==> config.mk <==
export PLATFORM = sky130hd
export DESIGN_NAME = port_to_core_round_robin_assigner_top_flat
export DESIGN_NICKNAME = d
export VERILOG_FILES = /design/src/rtl/pcra_pkg.sv /design/src/rtl/pcra_req_if.sv /design/src/rtl/pcra_rsp_if.sv /design/src/rtl/port_to_core_round_robin_assigner_top.sv /design/src/rtl/pcra_ram.sv /design/src/rtl/pcra_ctrl.sv /design/src/rtl/pcra_dpath.sv /design/src/flat_wrapper.sv
export SDC_FILE = /design/constraint.sdc
export NUM_CORES = 2
export LEC_CHECK = 0
export ABC_CLOCK_PERIOD_IN_PS = 10800
export BUFFER_PORTS_ARGS = -buffer_cell sky130_fd_sc_hd__buf_2
export CAP_MARGIN = 15
export CORE_ASPECT_RATIO = 1.5
export CORE_MARGIN = 5
export CORE_UTILIZATION = 54
export DETAILED_ROUTE_END_ITERATION = 16
export PLACE_DENSITY = 0.79
export SYNTH_ARGS = -nofsm -noshare
export SYNTH_HDL_FRONTEND = slang
export SYNTH_HIERARCHICAL = 1
export SYNTH_SLANG_ARGS = --single-unit
export TNS_END_PERCENT = 30
==> constraint.sdc <==
create_clock -name clk_i -period 10.8 [get_ports clk_i]
set_input_delay 1.08 -clock clk_i [delete_from_list [all_inputs] [get_ports clk_i]]
set_output_delay 1.08 -clock clk_i [all_outputs]
set_load 0.02 [all_outputs]
==> src/rtl/pcra_pkg.sv <==
// ----------------------------------------------------------------------------
// pcra_pkg
// Shared types, widths and constants of the port to core round robin
// assigner: field widths, status codes and the controller/datapath bundles.
// ----------------------------------------------------------------------------
package pcra_pkg;

  // Default sizes, handed to the top level parameters.
  localparam int NUM_CORES_DEF      = 16;
  localparam int PORTS_PER_CORE_DEF = 8;
  localparam int NUM_PORTS_DEF      = 64;

  // Fixed widths of the transaction fields.
  localparam int REQ_TYPE_W = 1;
  localparam int PORT_ID_W  = 6;
  localparam int STATUS_W   = 3;
  localparam int CORE_IDX_W = 4;
  localparam int SLOT_IDX_W = 3;

  // Configuration register file.
  localparam int MASK_W      = 16;
  localparam int APB_ADDR_W  = 3;
  localparam int APB_DATA_W  = 32;
  localparam int REG_IDX_W   = 1;
  localparam logic [REG_IDX_W-1:0] REG_CORE_MASK = 1'b0;

  // Request codes.
  localparam logic REQ_SCHEDULE   = 1'b0;
  localparam logic REQ_DESCHEDULE = 1'b1;

  typedef enum logic [STATUS_W-1:0] {
    ST_OK          = 3'd0,
    ST_TOTAL_FULL  = 3'd1,
    ST_CORES_FULL  = 3'd2,
    ST_NOT_SCHED   = 3'd3,
    ST_ALREADY     = 3'd4
  } status_e;

  // Commands from the controller to the datapath.
  typedef struct packed {
    logic    latch_req;
    logic    start_scan;
    logic    scan_next;
    logic    assign_port;
    logic    desc_load;
    logic    shift_wr;
    logic    desc_finish;
    logic    set_err;
    status_e err_code;
    logic    rot_to_start;
    logic    load_out;
  } ctl_cmd_t;

  // Status from the datapath to the controller.
  typedef struct packed {
    logic req_desched;
    logic port_bad;
    logic port_sched;
    logic total_full;
    logic core_ok;
    logic scan_last;
    logic shift_more;
    logic out_free;
  } dp_sts_t;

endpackage

==> src/rtl/pcra_req_if.sv <==
// ----------------------------------------------------------------------------
// pcra_req_if
// Request channel: schedule or deschedule one port.
// ----------------------------------------------------------------------------
interface pcra_req_if;
  logic                                valid;
  logic                                ready;
  logic [pcra_pkg::REQ_TYPE_W-1:0]     req_type;
  logic [pcra_pkg::PORT_ID_W-1:0]      port_id;

  modport source (output valid, output req_type, output port_id, input ready);
  modport sink   (input valid, input req_type, input port_id, output ready);
endinterface

==> src/rtl/pcra_rsp_if.sv <==
// ----------------------------------------------------------------------------
// pcra_rsp_if
// Response channel: outcome of one request.
// ----------------------------------------------------------------------------
interface pcra_rsp_if;
  logic                                valid;
  logic                                ready;
  logic [pcra_pkg::STATUS_W-1:0]       status;
  logic [pcra_pkg::CORE_IDX_W-1:0]     core_index;
  logic [pcra_pkg::SLOT_IDX_W-1:0]     slot_index;
  logic                                core_started;
  logic                                core_stopped;

  modport source (output valid, output status, output core_index, output slot_index,
                  output core_started, output core_stopped, input ready);
  modport sink   (input valid, input status, input core_index, input slot_index,
                  input core_started, input core_stopped, output ready);
endinterface

==> src/rtl/port_to_core_round_robin_assigner_top.sv <==
// ----------------------------------------------------------------------------
// port_to_core_round_robin_assigner_top
// Assigns ports to cores round robin and removes them again, keeping each
// core's port list compact. Configured through an APB-style register port.
//
//   Channel   Dir   Handshake          Payload
//   req_i     in    valid/ready        req_type, port_id
//   rsp_o     out   valid/ready        status, core_index, slot_index,
//                                      core_started, core_stopped
//   APB       in    psel/penable       core_available_mask at address 0
//
// A schedule checks the request, scans the cores one a cycle from the one
// after the pointer and assigns the port, or fails if none qualifies.
// A deschedule looks up the port and moves each later entry down (read,
// then write); a request rejected at the check skips both. Reset clears all counts and
// flags at once. A stalled response waits in the output register while the
// next transaction is processed; only its hand-off waits for the register.
// ----------------------------------------------------------------------------
module port_to_core_round_robin_assigner_top #(
  parameter int NUM_CORES      = pcra_pkg::NUM_CORES_DEF,
  parameter int PORTS_PER_CORE = pcra_pkg::PORTS_PER_CORE_DEF,
  parameter int NUM_PORTS      = pcra_pkg::NUM_PORTS_DEF
) (
  input  logic                            clk_i,
  input  logic                            rst_ni,
  pcra_req_if.sink                        req_i,
  pcra_rsp_if.source                      rsp_o,
  input  logic                            psel,
  input  logic                            penable,
  input  logic                            pwrite,
  input  logic [pcra_pkg::APB_ADDR_W-1:0] paddr,
  input  logic [pcra_pkg::APB_DATA_W-1:0] pwdata,
  output logic [pcra_pkg::APB_DATA_W-1:0] prdata,
  output logic                            pready
);

  logic [pcra_pkg::MASK_W-1:0]  mask_q;
  logic [pcra_pkg::REG_IDX_W-1:0] reg_idx;
  logic                         cfg_wr;
  pcra_pkg::ctl_cmd_t           cmd;
  pcra_pkg::dp_sts_t            sts;

  assign reg_idx = paddr[pcra_pkg::APB_ADDR_W-1:2];
  assign pready  = 1'b1;
  assign cfg_wr  = psel && penable && pwrite && pready;

  always_ff @(posedge clk_i or negedge rst_ni) begin
    if (!rst_ni) begin
      mask_q <= '0;
    end else if (cfg_wr && (reg_idx == pcra_pkg::REG_CORE_MASK)) begin
      mask_q <= pwdata[pcra_pkg::MASK_W-1:0];
    end
  end

  assign prdata = (reg_idx == pcra_pkg::REG_CORE_MASK) ?
                  pcra_pkg::APB_DATA_W'(mask_q) : '0;

  pcra_ctrl u_ctrl (
    .clk_i      (clk_i),
    .rst_ni     (rst_ni),
    .in_valid_i (req_i.valid),
    .in_ready_o (req_i.ready),
    .sts_i      (sts),
    .cmd_o      (cmd)
  );

  pcra_dpath #(
    .NUM_CORES      (NUM_CORES),
    .PORTS_PER_CORE (PORTS_PER_CORE),
    .NUM_PORTS      (NUM_PORTS)
  ) u_dpath (
    .clk_i          (clk_i),
    .rst_ni         (rst_ni),
    .cmd_i          (cmd),
    .sts_o          (sts),
    .mask_i         (mask_q),
    .req_type_i     (req_i.req_type),
    .port_id_i      (req_i.port_id),
    .out_valid_o    (rsp_o.valid),
    .out_ready_i    (rsp_o.ready),
    .status_o       (rsp_o.status),
    .core_index_o   (rsp_o.core_index),
    .slot_index_o   (rsp_o.slot_index),
    .core_started_o (rsp_o.core_started),
    .core_stopped_o (rsp_o.core_stopped)
  );

  // Only one request is in work at a time.
  a_one_in_work: assert property (@(posedge clk_i) disable iff (!rst_ni)
    (req_i.valid && req_i.ready) |=> !req_i.ready)
    else $error("request accepted while another is in work");

  // A result is never handed over onto a response that is still stalled.
  a_load_free: assert property (@(posedge clk_i) disable iff (!rst_ni)
    cmd.load_out |-> sts.out_free)
    else $error("output register overwritten");

  // A port is only appended when it is new and there is room in total.
  a_assign_legal: assert property (@(posedge clk_i) disable iff (!rst_ni)
    cmd.assign_port |-> (!sts.port_sched && !sts.total_full && sts.core_ok))
    else $error("illegal port assignment");

  // Rejected requests carry no core, slot or flags.
  a_err_clean: assert property (@(posedge clk_i) disable iff (!rst_ni)
    (rsp_o.valid && (rsp_o.status != pcra_pkg::ST_OK)) |->
      (rsp_o.core_index == '0 && rsp_o.slot_index == '0 &&
       !rsp_o.core_started && !rsp_o.core_stopped))
    else $error("error response with payload");

endmodule

==> src/rtl/pcra_ram.sv <==
// ----------------------------------------------------------------------------
// pcra_ram
// Generic single write port, single read port RAM with registered read data.
// ----------------------------------------------------------------------------
module pcra_ram #(
  parameter int WIDTH = 8,
  parameter int DEPTH = 16
) (
  input  logic                     clk_i,
  input  logic                     we_i,
  input  logic [$clog2(DEPTH)-1:0] waddr_i,
  input  logic [WIDTH-1:0]         wdata_i,
  input  logic [$clog2(DEPTH)-1:0] raddr_i,
  output logic [WIDTH-1:0]         rdata_o
);

  logic [WIDTH-1:0] mem_q [DEPTH];
  logic [WIDTH-1:0] rdata_q;

  always_ff @(posedge clk_i) begin
    if (we_i) begin
      mem_q[waddr_i] <= wdata_i;
    end
    rdata_q <= mem_q[raddr_i];
  end

  assign rdata_o = rdata_q;

endmodule

==> src/rtl/pcra_ctrl.sv <==
// ----------------------------------------------------------------------------
// pcra_ctrl
// Sequencer of the assigner: checks a request, steps the core scan or the
// list compaction, and hands the result to the output register.
// ----------------------------------------------------------------------------
module pcra_ctrl (
  input  logic                clk_i,
  input  logic                rst_ni,
  input  logic                in_valid_i,
  output logic                in_ready_o,
  input  pcra_pkg::dp_sts_t   sts_i,
  output pcra_pkg::ctl_cmd_t  cmd_o
);

  typedef enum logic [8:0] {
    S_IDLE     = 9'b000000001,
    S_CHECK    = 9'b000000010,
    S_SCAN     = 9'b000000100,
    S_ASSIGN   = 9'b000001000,
    S_DREAD    = 9'b000010000,
    S_SHIFT_RD = 9'b000100000,
    S_SHIFT_WR = 9'b001000000,
    S_DFIN     = 9'b010000000,
    S_RESULT   = 9'b100000000
  } state_e;

  state_e state_q, state_d;

  always_ff @(posedge clk_i or negedge rst_ni) begin
    if (!rst_ni) begin
      state_q <= S_IDLE;
    end else begin
      state_q <= state_d;
    end
  end

  assign in_ready_o = (state_q == S_IDLE);

  always_comb begin
    state_d = state_q;
    cmd_o   = '0;
    cmd_o.err_code = pcra_pkg::ST_OK;
    case (state_q)
      S_IDLE: begin
        if (in_valid_i) begin
          cmd_o.latch_req = 1'b1;
          state_d = S_CHECK;
        end
      end
      S_CHECK: begin
        if (!sts_i.req_desched) begin
          if (sts_i.port_bad) begin
            cmd_o.set_err  = 1'b1;
            cmd_o.err_code = pcra_pkg::ST_TOTAL_FULL;
            state_d = S_RESULT;
          end else if (sts_i.port_sched) begin
            cmd_o.set_err  = 1'b1;
            cmd_o.err_code = pcra_pkg::ST_ALREADY;
            state_d = S_RESULT;
          end else if (sts_i.total_full) begin
            cmd_o.set_err  = 1'b1;
            cmd_o.err_code = pcra_pkg::ST_TOTAL_FULL;
            state_d = S_RESULT;
          end else begin
            cmd_o.start_scan = 1'b1;
            state_d = S_SCAN;
          end
        end else if (sts_i.port_bad || !sts_i.port_sched) begin
          cmd_o.set_err  = 1'b1;
          cmd_o.err_code = pcra_pkg::ST_NOT_SCHED;
          state_d = S_RESULT;
        end else begin
          state_d = S_DREAD;
        end
      end
      S_SCAN: begin
        if (sts_i.core_ok) begin
          state_d = S_ASSIGN;
        end else if (sts_i.scan_last) begin
          // No core qualifies; the pointer still moves past its old place.
          cmd_o.set_err      = 1'b1;
          cmd_o.err_code     = pcra_pkg::ST_CORES_FULL;
          cmd_o.rot_to_start = 1'b1;
          state_d = S_RESULT;
        end else begin
          cmd_o.scan_next = 1'b1;
        end
      end
      S_ASSIGN: begin
        cmd_o.assign_port = 1'b1;
        state_d = S_RESULT;
      end
      S_DREAD: begin
        cmd_o.desc_load = 1'b1;
        state_d = S_SHIFT_RD;
      end
      S_SHIFT_RD: begin
        if (sts_i.shift_more) begin
          state_d = S_SHIFT_WR;
        end else begin
          state_d = S_DFIN;
        end
      end
      S_SHIFT_WR: begin
        cmd_o.shift_wr = 1'b1;
        state_d = S_SHIFT_RD;
      end
      S_DFIN: begin
        cmd_o.desc_finish = 1'b1;
        state_d = S_RESULT;
      end
      S_RESULT: begin
        if (sts_i.out_free) begin
          cmd_o.load_out = 1'b1;
          state_d = S_IDLE;
        end
      end
      default: begin
        state_d = S_IDLE;
      end
    endcase
  end

endmodule

==> src/rtl/pcra_dpath.sv <==
// ----------------------------------------------------------------------------
// pcra_dpath
// Datapath of the assigner: per-core counts, scheduled flags, the port list
// and port location RAMs, the rotating pointer and the output register.
// ----------------------------------------------------------------------------
module pcra_dpath #(
  parameter int NUM_CORES      = pcra_pkg::NUM_CORES_DEF,
  parameter int PORTS_PER_CORE = pcra_pkg::PORTS_PER_CORE_DEF,
  parameter int NUM_PORTS      = pcra_pkg::NUM_PORTS_DEF
) (
  input  logic                                clk_i,
  input  logic                                rst_ni,
  input  pcra_pkg::ctl_cmd_t                  cmd_i,
  output pcra_pkg::dp_sts_t                   sts_o,
  input  logic [pcra_pkg::MASK_W-1:0]         mask_i,
  input  logic [pcra_pkg::REQ_TYPE_W-1:0]     req_type_i,
  input  logic [pcra_pkg::PORT_ID_W-1:0]      port_id_i,
  output logic                                out_valid_o,
  input  logic                                out_ready_i,
  output logic [pcra_pkg::STATUS_W-1:0]       status_o,
  output logic [pcra_pkg::CORE_IDX_W-1:0]     core_index_o,
  output logic [pcra_pkg::SLOT_IDX_W-1:0]     slot_index_o,
  output logic                                core_started_o,
  output logic                                core_stopped_o
);

  localparam int CORE_W     = $clog2(NUM_CORES);
  localparam int SLOT_W     = (PORTS_PER_CORE > 1) ? $clog2(PORTS_PER_CORE) : 1;
  localparam int CNT_W      = $clog2(PORTS_PER_CORE + 1);
  localparam int TOT_W      = $clog2(NUM_PORTS + 1);
  localparam int PA_W       = $clog2(NUM_PORTS);
  localparam int LIST_DEPTH = NUM_CORES * PORTS_PER_CORE;
  localparam int LA_W       = $clog2(LIST_DEPTH);
  localparam int INFO_W     = CORE_W + SLOT_W;

  // Request latch.
  logic [pcra_pkg::REQ_TYPE_W-1:0] req_type_q;
  logic [pcra_pkg::PORT_ID_W-1:0]  port_q;

  // Control-plane state.
  logic [NUM_PORTS-1:0] sched_q;
  logic [TOT_W-1:0]     total_q;
  logic [CORE_W-1:0]    rot_q;
  logic [CNT_W-1:0]     count_q [NUM_CORES];

  // Working registers.
  logic [CORE_W-1:0] cur_q;
  logic [CORE_W-1:0] k_q;
  logic [CNT_W-1:0]  idx_q;
  logic [SLOT_W-1:0] slot_q;

  // Result and output register.
  pcra_pkg::status_e res_status_q;
  logic [CORE_W-1:0] res_core_q;
  logic [SLOT_W-1:0] res_slot_q;
  logic              res_started_q;
  logic              res_stopped_q;
  logic              out_valid_q;
  logic [pcra_pkg::STATUS_W-1:0]   out_status_q;
  logic [pcra_pkg::CORE_IDX_W-1:0] out_core_q;
  logic [pcra_pkg::SLOT_IDX_W-1:0] out_slot_q;
  logic                            out_started_q;
  logic                            out_stopped_q;

  logic [PA_W-1:0]      pa;
  logic                 port_bad;
  logic [CORE_W-1:0]    start_core;
  logic [NUM_CORES-1:0] avail_vec;
  logic [CNT_W-1:0]     cnt_cur;
  logic [LA_W-1:0]      list_base;
  logic                 out_free;

  // RAM ports.
  logic                 list_we;
  logic [LA_W-1:0]      list_waddr;
  logic [pcra_pkg::PORT_ID_W-1:0] list_wdata;
  logic [LA_W-1:0]      list_raddr;
  logic [pcra_pkg::PORT_ID_W-1:0] list_rdata;
  logic                 info_we;
  logic [PA_W-1:0]      info_waddr;
  logic [INFO_W-1:0]    info_wdata;
  logic [INFO_W-1:0]    info_rdata;
  logic                 moved_ok;

  assign pa         = PA_W'(port_q);
  assign port_bad   = (int'(port_q) >= NUM_PORTS);
  assign start_core = (rot_q == CORE_W'(NUM_CORES - 1)) ? '0 : rot_q + CORE_W'(1);
  assign cnt_cur    = count_q[cur_q];
  assign list_base  = LA_W'(cur_q) * LA_W'(PORTS_PER_CORE);
  assign out_free   = !out_valid_q || out_ready_i;
  assign moved_ok   = (int'(list_rdata) < NUM_PORTS);

  // Cores beyond the mask width are never available.
  always_comb begin
    for (int c = 0; c < NUM_CORES; c++) begin
      avail_vec[c] = (c < pcra_pkg::MASK_W) ? mask_i[c % pcra_pkg::MASK_W] : 1'b0;
    end
  end

  assign sts_o.req_desched = (req_type_q == pcra_pkg::REQ_DESCHEDULE);
  assign sts_o.port_bad    = port_bad;
  assign sts_o.port_sched  = !port_bad && sched_q[pa];
  assign sts_o.total_full  = (total_q == TOT_W'(NUM_PORTS));
  assign sts_o.core_ok     = avail_vec[cur_q] && (cnt_cur < CNT_W'(PORTS_PER_CORE));
  assign sts_o.scan_last   = (k_q == CORE_W'(NUM_CORES - 1));
  assign sts_o.shift_more  = (idx_q < cnt_cur);
  assign sts_o.out_free    = out_free;

  // Port list: append on assign, move one entry down per shift step.
  assign list_we    = cmd_i.assign_port || cmd_i.shift_wr;
  assign list_waddr = cmd_i.assign_port ? list_base + LA_W'(cnt_cur)
                                        : list_base + LA_W'(idx_q) - LA_W'(1);
  assign list_wdata = cmd_i.assign_port ? port_q : list_rdata;
  assign list_raddr = list_base + LA_W'(idx_q);

  // Port location: set on assign, slot of a moved port on each shift step.
  assign info_we    = cmd_i.assign_port || (cmd_i.shift_wr && moved_ok);
  assign info_waddr = cmd_i.assign_port ? pa : PA_W'(list_rdata);
  assign info_wdata = cmd_i.assign_port ? {cur_q, SLOT_W'(cnt_cur)}
                                        : {cur_q, SLOT_W'(idx_q - CNT_W'(1))};

  pcra_ram #(
    .WIDTH (pcra_pkg::PORT_ID_W),
    .DEPTH (LIST_DEPTH)
  ) u_list_ram (
    .clk_i   (clk_i),
    .we_i    (list_we),
    .waddr_i (list_waddr),
    .wdata_i (list_wdata),
    .raddr_i (list_raddr),
    .rdata_o (list_rdata)
  );

  pcra_ram #(
    .WIDTH (INFO_W),
    .DEPTH (NUM_PORTS)
  ) u_info_ram (
    .clk_i   (clk_i),
    .we_i    (info_we),
    .waddr_i (info_waddr),
    .wdata_i (info_wdata),
    .raddr_i (pa),
    .rdata_o (info_rdata)
  );

  always_ff @(posedge clk_i) begin
    if (cmd_i.latch_req) begin
      req_type_q <= req_type_i;
      port_q     <= port_id_i;
    end
  end

  always_ff @(posedge clk_i or negedge rst_ni) begin
    if (!rst_ni) begin
      sched_q <= '0;
      total_q <= '0;
      rot_q   <= '0;
      for (int c = 0; c < NUM_CORES; c++) begin
        count_q[c] <= '0;
      end
    end else begin
      if (cmd_i.rot_to_start) begin
        rot_q <= start_core;
      end
      if (cmd_i.assign_port) begin
        rot_q          <= cur_q;
        count_q[cur_q] <= cnt_cur + CNT_W'(1);
        sched_q[pa]    <= 1'b1;
        total_q        <= total_q + TOT_W'(1);
      end
      if (cmd_i.desc_finish) begin
        if (cnt_cur != '0) begin
          count_q[cur_q] <= cnt_cur - CNT_W'(1);
        end
        if (total_q != '0) begin
          total_q <= total_q - TOT_W'(1);
        end
        sched_q[pa] <= 1'b0;
      end
    end
  end

  always_ff @(posedge clk_i) begin
    if (cmd_i.start_scan) begin
      cur_q <= start_core;
      k_q   <= '0;
    end else if (cmd_i.scan_next) begin
      cur_q <= (cur_q == CORE_W'(NUM_CORES - 1)) ? '0 : cur_q + CORE_W'(1);
      k_q   <= k_q + CORE_W'(1);
    end else if (cmd_i.desc_load) begin
      cur_q  <= info_rdata[INFO_W-1:SLOT_W];
      slot_q <= info_rdata[SLOT_W-1:0];
      idx_q  <= CNT_W'(info_rdata[SLOT_W-1:0]) + CNT_W'(1);
    end else if (cmd_i.shift_wr) begin
      idx_q <= idx_q + CNT_W'(1);
    end
  end

  always_ff @(posedge clk_i) begin
    if (cmd_i.set_err) begin
      res_status_q  <= cmd_i.err_code;
      res_core_q    <= '0;
      res_slot_q    <= '0;
      res_started_q <= 1'b0;
      res_stopped_q <= 1'b0;
    end else if (cmd_i.assign_port) begin
      res_status_q  <= pcra_pkg::ST_OK;
      res_core_q    <= cur_q;
      res_slot_q    <= SLOT_W'(cnt_cur);
      res_started_q <= (cnt_cur == '0);
      res_stopped_q <= 1'b0;
    end else if (cmd_i.desc_finish) begin
      res_status_q  <= pcra_pkg::ST_OK;
      res_core_q    <= cur_q;
      res_slot_q    <= slot_q;
      res_started_q <= 1'b0;
      res_stopped_q <= (cnt_cur <= CNT_W'(1));
    end
  end

  always_ff @(posedge clk_i or negedge rst_ni) begin
    if (!rst_ni) begin
      out_valid_q <= 1'b0;
    end else if (cmd_i.load_out) begin
      out_valid_q <= 1'b1;
    end else if (out_ready_i) begin
      out_valid_q <= 1'b0;
    end
  end

  always_ff @(posedge clk_i) begin
    if (cmd_i.load_out) begin
      out_status_q  <= res_status_q;
      out_core_q    <= pcra_pkg::CORE_IDX_W'(res_core_q);
      out_slot_q    <= pcra_pkg::SLOT_IDX_W'(res_slot_q);
      out_started_q <= res_started_q;
      out_stopped_q <= res_stopped_q;
    end
  end

  assign out_valid_o    = out_valid_q;
  assign status_o       = out_status_q;
  assign core_index_o   = out_core_q;
  assign slot_index_o   = out_slot_q;
  assign core_started_o = out_started_q;
  assign core_stopped_o = out_stopped_q;

endmodule
==> src/flat_wrapper.sv <==
// flat-port wrapper written by rule: the top's interface ports become plain ports
module port_to_core_round_robin_assigner_top_flat 
#(
  parameter int NUM_CORES      = pcra_pkg::NUM_CORES_DEF,
  parameter int PORTS_PER_CORE = pcra_pkg::PORTS_PER_CORE_DEF,
  parameter int NUM_PORTS      = pcra_pkg::NUM_PORTS_DEF
)
  (clk_i, rst_ni, psel, penable, pwrite, paddr, pwdata, prdata, pready, req_i_valid, req_i_req_type, req_i_port_id, req_i_ready, rsp_o_valid, rsp_o_status, rsp_o_core_index, rsp_o_slot_index, rsp_o_core_started, rsp_o_core_stopped, rsp_o_ready);
  pcra_req_if req_i_i ();
  pcra_rsp_if rsp_o_i ();
  input  logic clk_i;
  input  logic rst_ni;
  input  logic psel;
  input  logic penable;
  input  logic pwrite;
  input  logic [pcra_pkg::APB_ADDR_W-1:0] paddr;
  input  logic [pcra_pkg::APB_DATA_W-1:0] pwdata;
  output logic [pcra_pkg::APB_DATA_W-1:0] prdata;
  output logic pready;
  input wire logic [$bits(req_i_i.valid)-1:0] req_i_valid;
  input wire logic [$bits(req_i_i.req_type)-1:0] req_i_req_type;
  input wire logic [$bits(req_i_i.port_id)-1:0] req_i_port_id;
  output wire logic [$bits(req_i_i.ready)-1:0] req_i_ready;
  output wire logic [$bits(rsp_o_i.valid)-1:0] rsp_o_valid;
  output wire logic [$bits(rsp_o_i.status)-1:0] rsp_o_status;
  output wire logic [$bits(rsp_o_i.core_index)-1:0] rsp_o_core_index;
  output wire logic [$bits(rsp_o_i.slot_index)-1:0] rsp_o_slot_index;
  output wire logic [$bits(rsp_o_i.core_started)-1:0] rsp_o_core_started;
  output wire logic [$bits(rsp_o_i.core_stopped)-1:0] rsp_o_core_stopped;
  input wire logic [$bits(rsp_o_i.ready)-1:0] rsp_o_ready;
  assign req_i_i.valid = req_i_valid;
  assign req_i_i.req_type = req_i_req_type;
  assign req_i_i.port_id = req_i_port_id;
  assign req_i_ready = req_i_i.ready;
  assign rsp_o_valid = rsp_o_i.valid;
  assign rsp_o_status = rsp_o_i.status;
  assign rsp_o_core_index = rsp_o_i.core_index;
  assign rsp_o_slot_index = rsp_o_i.slot_index;
  assign rsp_o_core_started = rsp_o_i.core_started;
  assign rsp_o_core_stopped = rsp_o_i.core_stopped;
  assign rsp_o_i.ready = rsp_o_ready;
  port_to_core_round_robin_assigner_top #(.NUM_CORES(NUM_CORES), .PORTS_PER_CORE(PORTS_PER_CORE), .NUM_PORTS(NUM_PORTS)) u_core (.clk_i(clk_i), .rst_ni(rst_ni), .req_i(req_i_i), .rsp_o(rsp_o_i), .psel(psel), .penable(penable), .pwrite(pwrite), .paddr(paddr), .pwdata(pwdata), .prdata(prdata), .pready(pready));
endmodule
## Word level (Yosys, flattened, before mapping)

Memory sizes are Yosys's and may differ from the RTL's. A register that Yosys moved wholly into a read port is not among the register bits.
Cells that the tools add are included.

| storage, ports and cells | value |
|---|---|
| flip-flop bits (word level) | 211 |
| word-level logic and storage cells | 188 |
| bits in read-only memories | 0 |
| output and inout bits | 47 |
| RAM bits | 1,216 |
| input bits | 49 |
| memories | 2 |
| latch bits | 0 |

Memories:

| memory | depth | width | rd ports | clocked after Yosys merged registers in | write ports | RTL line | RTL |
|---|---|---|---|---|---|---|---|
| u_core.u_dpath.u_list_ram.mem_q | 128 | 6 | 1 | 1 | 1 | pcra_ram.sv:17 | `logic [WIDTH-1:0] mem_q [DEPTH];` |
| u_core.u_dpath.u_info_ram.mem_q | 64 | 7 | 1 | 1 | 1 | pcra_ram.sv:17 |  |

| operators by class | value |
|---|---|
| reduce and logical (&&, ||, !) cells | 24 |
| $mul | 0 |
| eq/ne operators | 16 |
| div/mod/pow operators | 0 |
| bitwise operators | 7 |
| $add $sub $neg | 13 |
| multiplexer cells | 80 |
| $lt $le $gt $ge | 8 |
| shifts and indexed selects | 0 |

Operator list:

| operator | count |
|---|---|
| two-way mux 64 bit | 5 |
| bitwise mux 64 bit | 2 |
| two-way mux 4 bit | 18 |
| two-way mux 9 bit | 8 |
| bitwise AND 64 bit | 1 |
| NOT 64 bit | 1 |
| bitwise OR 64 bit | 1 |
| case mux 9 bit (7 select lines) | 1 |
| two-way mux 7 bit | 4 |
| two-way mux 1 bit | 25 |
| adder 4 x 1 -> 4 bit (second input constant) | 5 |
| two-way mux 3 bit | 6 |
| binary-select mux 4 bit (select 4 bit) | 1 |
| demux 4 bit (select 4 bit) | 1 |
| two-way mux 16 bit | 1 |
| adder 7 x 4 -> 7 bit | 2 |
| subtractor 7 x 1 -> 7 bit (second input constant) | 2 |
| == test 4 bit (second input constant) | 3 |
| two-way mux 5 bit | 2 |
| == test 9 x 1 -> 1 bit (second input constant) | 1 |
| == test 9 x 2 -> 1 bit (second input constant) | 1 |
| == test 9 x 3 -> 1 bit (second input constant) | 1 |
| == test 9 x 4 -> 1 bit (second input constant) | 1 |
| == test 9 x 5 -> 1 bit (second input constant) | 1 |
| 38 further kinds | 54 |

## Logic depth before layout (Yosys ltp)

| depth | value |
|---|---|
| depth in word-level cells | 10 |
| depth in mapped cells | 16 |
| gate-level depth less buffers | 12 |

## Cells and area by module

The synthesis kept the hierarchy.

Modules (own cells, without submodules):

| module | area an instance (um^2) | times used | sequential area each (um^2) | cells an instance |
|---|---|---|---|---|
| pcra_ram (u_core.u_dpath.u_list_ram) | 29,923.7 | 1 | 23,182.2 | 1,271 |
| pcra_ram (u_core.u_dpath.u_info_ram) | 17,635.7 | 1 | 13,593.0 | 827 |
| pcra_dpath | 10,259.8 | 1 | 4,754.6 | 1,022 |
| port_to_core_round_robin_assigner_top | 899.6 | 1 | 400.4 | 70 |
| pcra_ctrl | 715.7 | 1 | 226.5 | 89 |

## Least setup slack after synthesis

Ideal clock, no wire load.

| timing | value |
|---|---|
| kind | reg-to-reg |
| start | reg u_core.u_ctrl.state_q[0] |
| end | mem u_core/u_dpath/u_info_ram/mem_q[33][0] (netlist bit) (enable) |
| slack | 1.717 ns |
| buffers on the path | 3 |
| setup time | 0.376 ns |
| data required time | 10.424 ns |
| arrival | 8.707 ns |
| cell stages (with the launch flop) | 9 |
| cell sequence | dfstp_2 nor2_1 and4b_2 clkbuf_1 clkbuf_1 buf_1 o21ai_0 nand3_1 nor2_1 |

RTL lines:

| element | RTL line | RTL |
|---|---|---|
| from (decl) | pcra_ctrl.sv:27 | `state_e state_q, state_d;` |
| from (signal assigned) | pcra_ctrl.sv:33 | `state_q <= state_d;` |
| to (decl) | pcra_ram.sv:17 |  |

## Worst setup path after layout

| timing | value |
|---|---|
| start | reg u_core.u_dpath.cur_q[1] |
| end | mem u_core/u_dpath/u_list_ram/mem_q[100][3] (netlist bit) (enable) |

| between the ends | value |
|---|---|
| longest elaborated chain between the ends | 6 |

Ends and longest elaborated chain:

| element | RTL line | RTL |
|---|---|---|
| from (decl) | pcra_dpath.sv:47 | `logic [CORE_W-1:0] cur_q;` |
| from (signal assigned) | pcra_dpath.sv:185 | `cur_q <= start_core;` |
| from (signal assigned) | pcra_dpath.sv:188 | `cur_q <= (cur_q == CORE_W'(NUM_CORES - 1)) ? '0 : cur_q + CORE_W'(1);` |
| from (signal assigned) | pcra_dpath.sv:191 | `cur_q <= info_rdata[INFO_W-1:SLOT_W];` |
| NOT 4 -> 5 bit (not written as such) | pcra_dpath.sv:88 | `assign cnt_cur = count_q[cur_q];` |
| binary-select mux 4 bit (select 4 bit) | pcra_dpath.sv:88 |  |
| two-way mux 4 bit (not written as such) (2 in series) | pcra_dpath.sv:88 |  |
| adder 7 x 4 -> 7 bit | pcra_dpath.sv:111 | `assign list_waddr = cmd_i.assign_port ? list_base + LA_W'(cnt_cur)` |
| two-way mux 7 bit * | pcra_dpath.sv:111 |  |
| named net u_core.u_dpath.list_waddr[4] | pcra_dpath.sv:75 | `logic [LA_W-1:0] list_waddr;` |
| to (decl) | pcra_ram.sv:17 |  |

The timed path passes the listed nets; every way through them passes the cells marked *. The select of a mux whose other input is x is not followed.

==> results.cfg <==
[timing]
period_minus_slack_ns = 7.10
maxSlewHeadroom_pct = 14.1
clock_skew_ns = 0.0484
drv_slew = 0
setup_viol = 0
worst_pin_slew_ns = 1.29
hold_ws_ns = 0.435
tns_ns = 0
fin_ws_ns = 3.70
rsz0062_at_grt = no
hold_viol_final = 0
min_period_over_period_pct = 65.7
timing.fmax_ghz = 0.141

[clocking]
cts_hold_buffers = 0
cts_tree = yes
cts_setup_buffers = 0
clk_pin_slew_ns = 0.07
cts_buffers = 117
cts_resized = 0
clock_path_buffers = 3
cts_sinks = 1440
cts.htree.levels = 3
root_buffer = clkbuf_16
clk_latency_ns = 0.74

[layout]
syn_to_final_growth_pct = 9.53
regArea_um2 = 42200
nFillCells = 7514
drive_gt1_share_pct = 21.7
multi_input_area_um2 = 16300
fin_nets = 3385
finalNonFillerCells = 4848
antenna_cells = 0
finalInstanceArea_um2 = 65100
post-route-util_pct = 59.4

[setup_path]
cp-end-kind = flop
r2r_end = u_core/u_dpath/u_list_ram/mem_q[100][3]
worst_setup_path_start_kind = flop
required_ns = 11.12
r2r_start = u_core/u_dpath/cur_q[1]
cp.arrival_ns = 7.42
rr_worst_depth = 13
cp_max_fo = 79
crit_type = reg -> reg
r2r_slack_ns = 3.70

[synthesis]
synth-simple-area-share_pct = 5.05
netlist_top_cells_area = edfxtp_1 (63%), mux4_2 (15%), dfrtp_1 (6.9%)
synth_top_family_by_area = multiplexers
ys_types = 75
syn_area_per_cell_um2 = 18.1
synthMuxAreaShare_pct = 16.9
synth_edf_count = 1249
synthTopCellsByCount = edfxtp_1 (1249), mux4_2 (391), nor2_1 (281)
synth_ff_type = edfxtp_1
syn_inst = 3279
synth-xor-area-share_pct = 0.440
synth_top_area_share_pct = 63.1
async_flop_share_pct = 11.5
synth.most_common_cell = edfxtp_1
synth_area_um2 = 59400
synth-seq-cells = 1440
synth_fa_ha_area_share_pct = 0.442
yosysSeqAreaShare_pct = 70.9
yosys_warnings = 6
synth_compound_area_share_pct = 4.24
synth_top_area_cell = edfxtp_1

[detailed_routing]
drc = 0
detail_route.wl_per_cell_um = 28.1
firstDrtPassIters = 6
routed_via_density = 6.50
drtIter0Drc = 3763
drt_wl_total_um = 136000
num_vias = 31500
final_antenna_net_count = 0

[die]
die_w_um = 281
start_util_pct = 54.2
coreArea_um2 = 110000
row_count = 149
die_area_um2 = 117000
io_pins = 96
die_h_um = 416

[hold_path]
hold_path_class = reg -> reg
min-delay-start = u_core/u_dpath/res_status_q[0]
min_to = u_core/u_dpath/status_o[0]
holdPathStages = 0

[placement]
gp_congestion = 0.883
place_area_um2 = 61000
dp_hpwl_um = 79900
place_inst = 4627
pre_cts_slack_ns = 3.88
io_buffers = 60

[pwr]
p_leak_nw = 21.3
power_mw = 11.9
power-per-cell-area_nw_per_um2 = 182
ir_worst_vdd_mv = 0.263

[global_route]
grt_max_degree = 124
grt_pass1_vias = 32100
track_usage_pct = 23.1
antenna_found_initial = 1
overflow = 0
grt_pass1_wl_um = 205000

[run]
cap_violations = 0

[run_status]
outcome = complete, no violations
[routing by layer]
layer / part of all wire, % / track usage [%] / vias to the layer above / routed length [µm]
li1: - / - / 13200 / -
met1: 35 / 28.6 / 16300 / 47100
met3: 7.2 / 3.59 / 328 / 9850
met2: 54 / 40.9 / 1662 / 73100
met5: 0 / 0 / - / 0
met4: 4.5 / 9.44 / 0 / 6160
[sequential cells by signal (all words and copies together) (netlist names), 3 cells and up]
| name | flops |
|---|---|
| u_core/u_dpath/status_o | 3 |
| u_core/u_dpath/count_q | 64 |
| u_core/u_dpath/cur_q | 4 |
| u_core/u_dpath/res_core_q | 4 |
| u_core/u_dpath/sched_q | 64 |
| u_core/u_dpath/pa | 6 |
| u_core/u_ctrl/state_q | 9 |
| u_core/u_dpath/slot_q | 3 |
| u_core/u_dpath/u_info_ram/rdata_o | 7 |
| u_core/u_dpath/u_info_ram/mem_q | 448 |
| u_core/u_dpath/total_q | 7 |
| u_core/u_dpath/u_list_ram/mem_q | 768 |
| u_core/u_dpath/idx_q | 4 |
| u_core/u_dpath/rot_q | 4 |
| u_core/mask_q | 16 |
| u_core/u_dpath/k_q | 4 |
| u_core/u_dpath/core_index_o | 4 |
| u_core/u_dpath/slot_index_o | 3 |
| u_core/u_dpath/u_list_ram/rdata_o | 6 |
| u_core/u_dpath/res_status_q | 3 |
| u_core/u_dpath/res_slot_q | 3 |
[worst max-delay path, stage by stage (launching register included)]
cell      delay (ns)
edfxtp_1        0.32
buf_4           0.28
buf_4           0.76
mux4_2          0.41
mux2i_1         0.12
mux2_2          0.73
clkinv_1        0.83
ha_1            0.48
ha_1            0.27
nand2_1         0.06
o21ai_0         0.41
nor2_1          0.58
nand4_1         0.46
nor3_1          0.93
[cells in the final DEF, fill, tap and decap left out, types with 19 or more instances in the layout]
| master | synthesis | routed |
|---|---|---|
| edfxtp_1 | 1249 | 1249 |
| mux4_2 | 391 | 391 |
| nor2_1 | 281 | 281 |
| dfrtp_1 | 164 | 164 |
| a21oi_1 | 155 | 154 |
| clkbuf_16 | 0 | 123 |
| nand2_1 | 119 | 119 |
| mux2i_1 | 84 | 83 |
| o21ai_0 | 67 | 65 |
| buf_2 | 45 | 60 |
| nor2b_1 | 49 | 49 |
| nand3_1 | 47 | 47 |
| buf_4 | 34 | 45 |
| nor3_1 | 32 | 32 |
| o22ai_1 | 29 | 29 |
| o31ai_1 | 26 | 26 |
| dfxtp_1 | 26 | 26 |
| inv_1 | 24 | 24 |
| a31oi_1 | 21 | 21 |
| clkinv_1 | 1 | 20 |
| nand2b_1 | 20 | 20 |
| ha_1 | 21 | 20 |
| mux2_2 | 24 | 19 |
[worst max path at each step]
stage / to / from / slack (ns)
2_1_floorplan: u_core/u_dpath/u_info_ram/mem_q[33][0] / u_core/u_ctrl/state_q[0] / 1.72
6_report: u_core/u_dpath/u_list_ram/mem_q[100][3] / u_core/u_dpath/cur_q[1] / 3.70
5_1_grt: u_core/u_dpath/u_list_ram/mem_q[100][3] / u_core/u_dpath/cur_q[1] / 3.42
3_3_place_gp: u_core/u_dpath/u_list_ram/mem_q[84][1] / u_core/u_dpath/cur_q[1] / 4.01
3_5_place_dp: u_core/u_dpath/u_list_ram/mem_q[100][3] / u_core/u_dpath/cur_q[1] / 3.88
4_1_cts: u_core/u_dpath/u_list_ram/mem_q[100][3] / u_core/u_dpath/cur_q[1] / 3.77
[layout make-up]
class                   count  area share, %
flip-flops and latches   1440           64.8
multi-input cells        1619           25.0
clock buffers             144           4.90
well taps                1434           2.76
clock inverters            74           1.26
repair buffers            112           1.21
inverters                  25          0.144
[cells by family after synthesis]
| logic type | Yosys count |
|---|---|
| adder cells (fa/ha/maj) | 21 |
| flip-flops | 1440 |
| AO/OA/AOI/OAI | 407 |
| other | 3 |
| AND/OR/NAND/NOR | 635 |
| buffers and inverters | 235 |
| multiplexers | 509 |
| XOR/XNOR | 29 |
[power breakdown]
part	switching (mW)	leakage (nW)	internal, mW	total, mW
Clock	2.00	1.93	2.41	4.41
Combinational	0.766	5.64	0.390	1.16
Sequential	0.0615	13.7	6.24	6.30
Note: power is estimated with default switching activity, not from simulation.
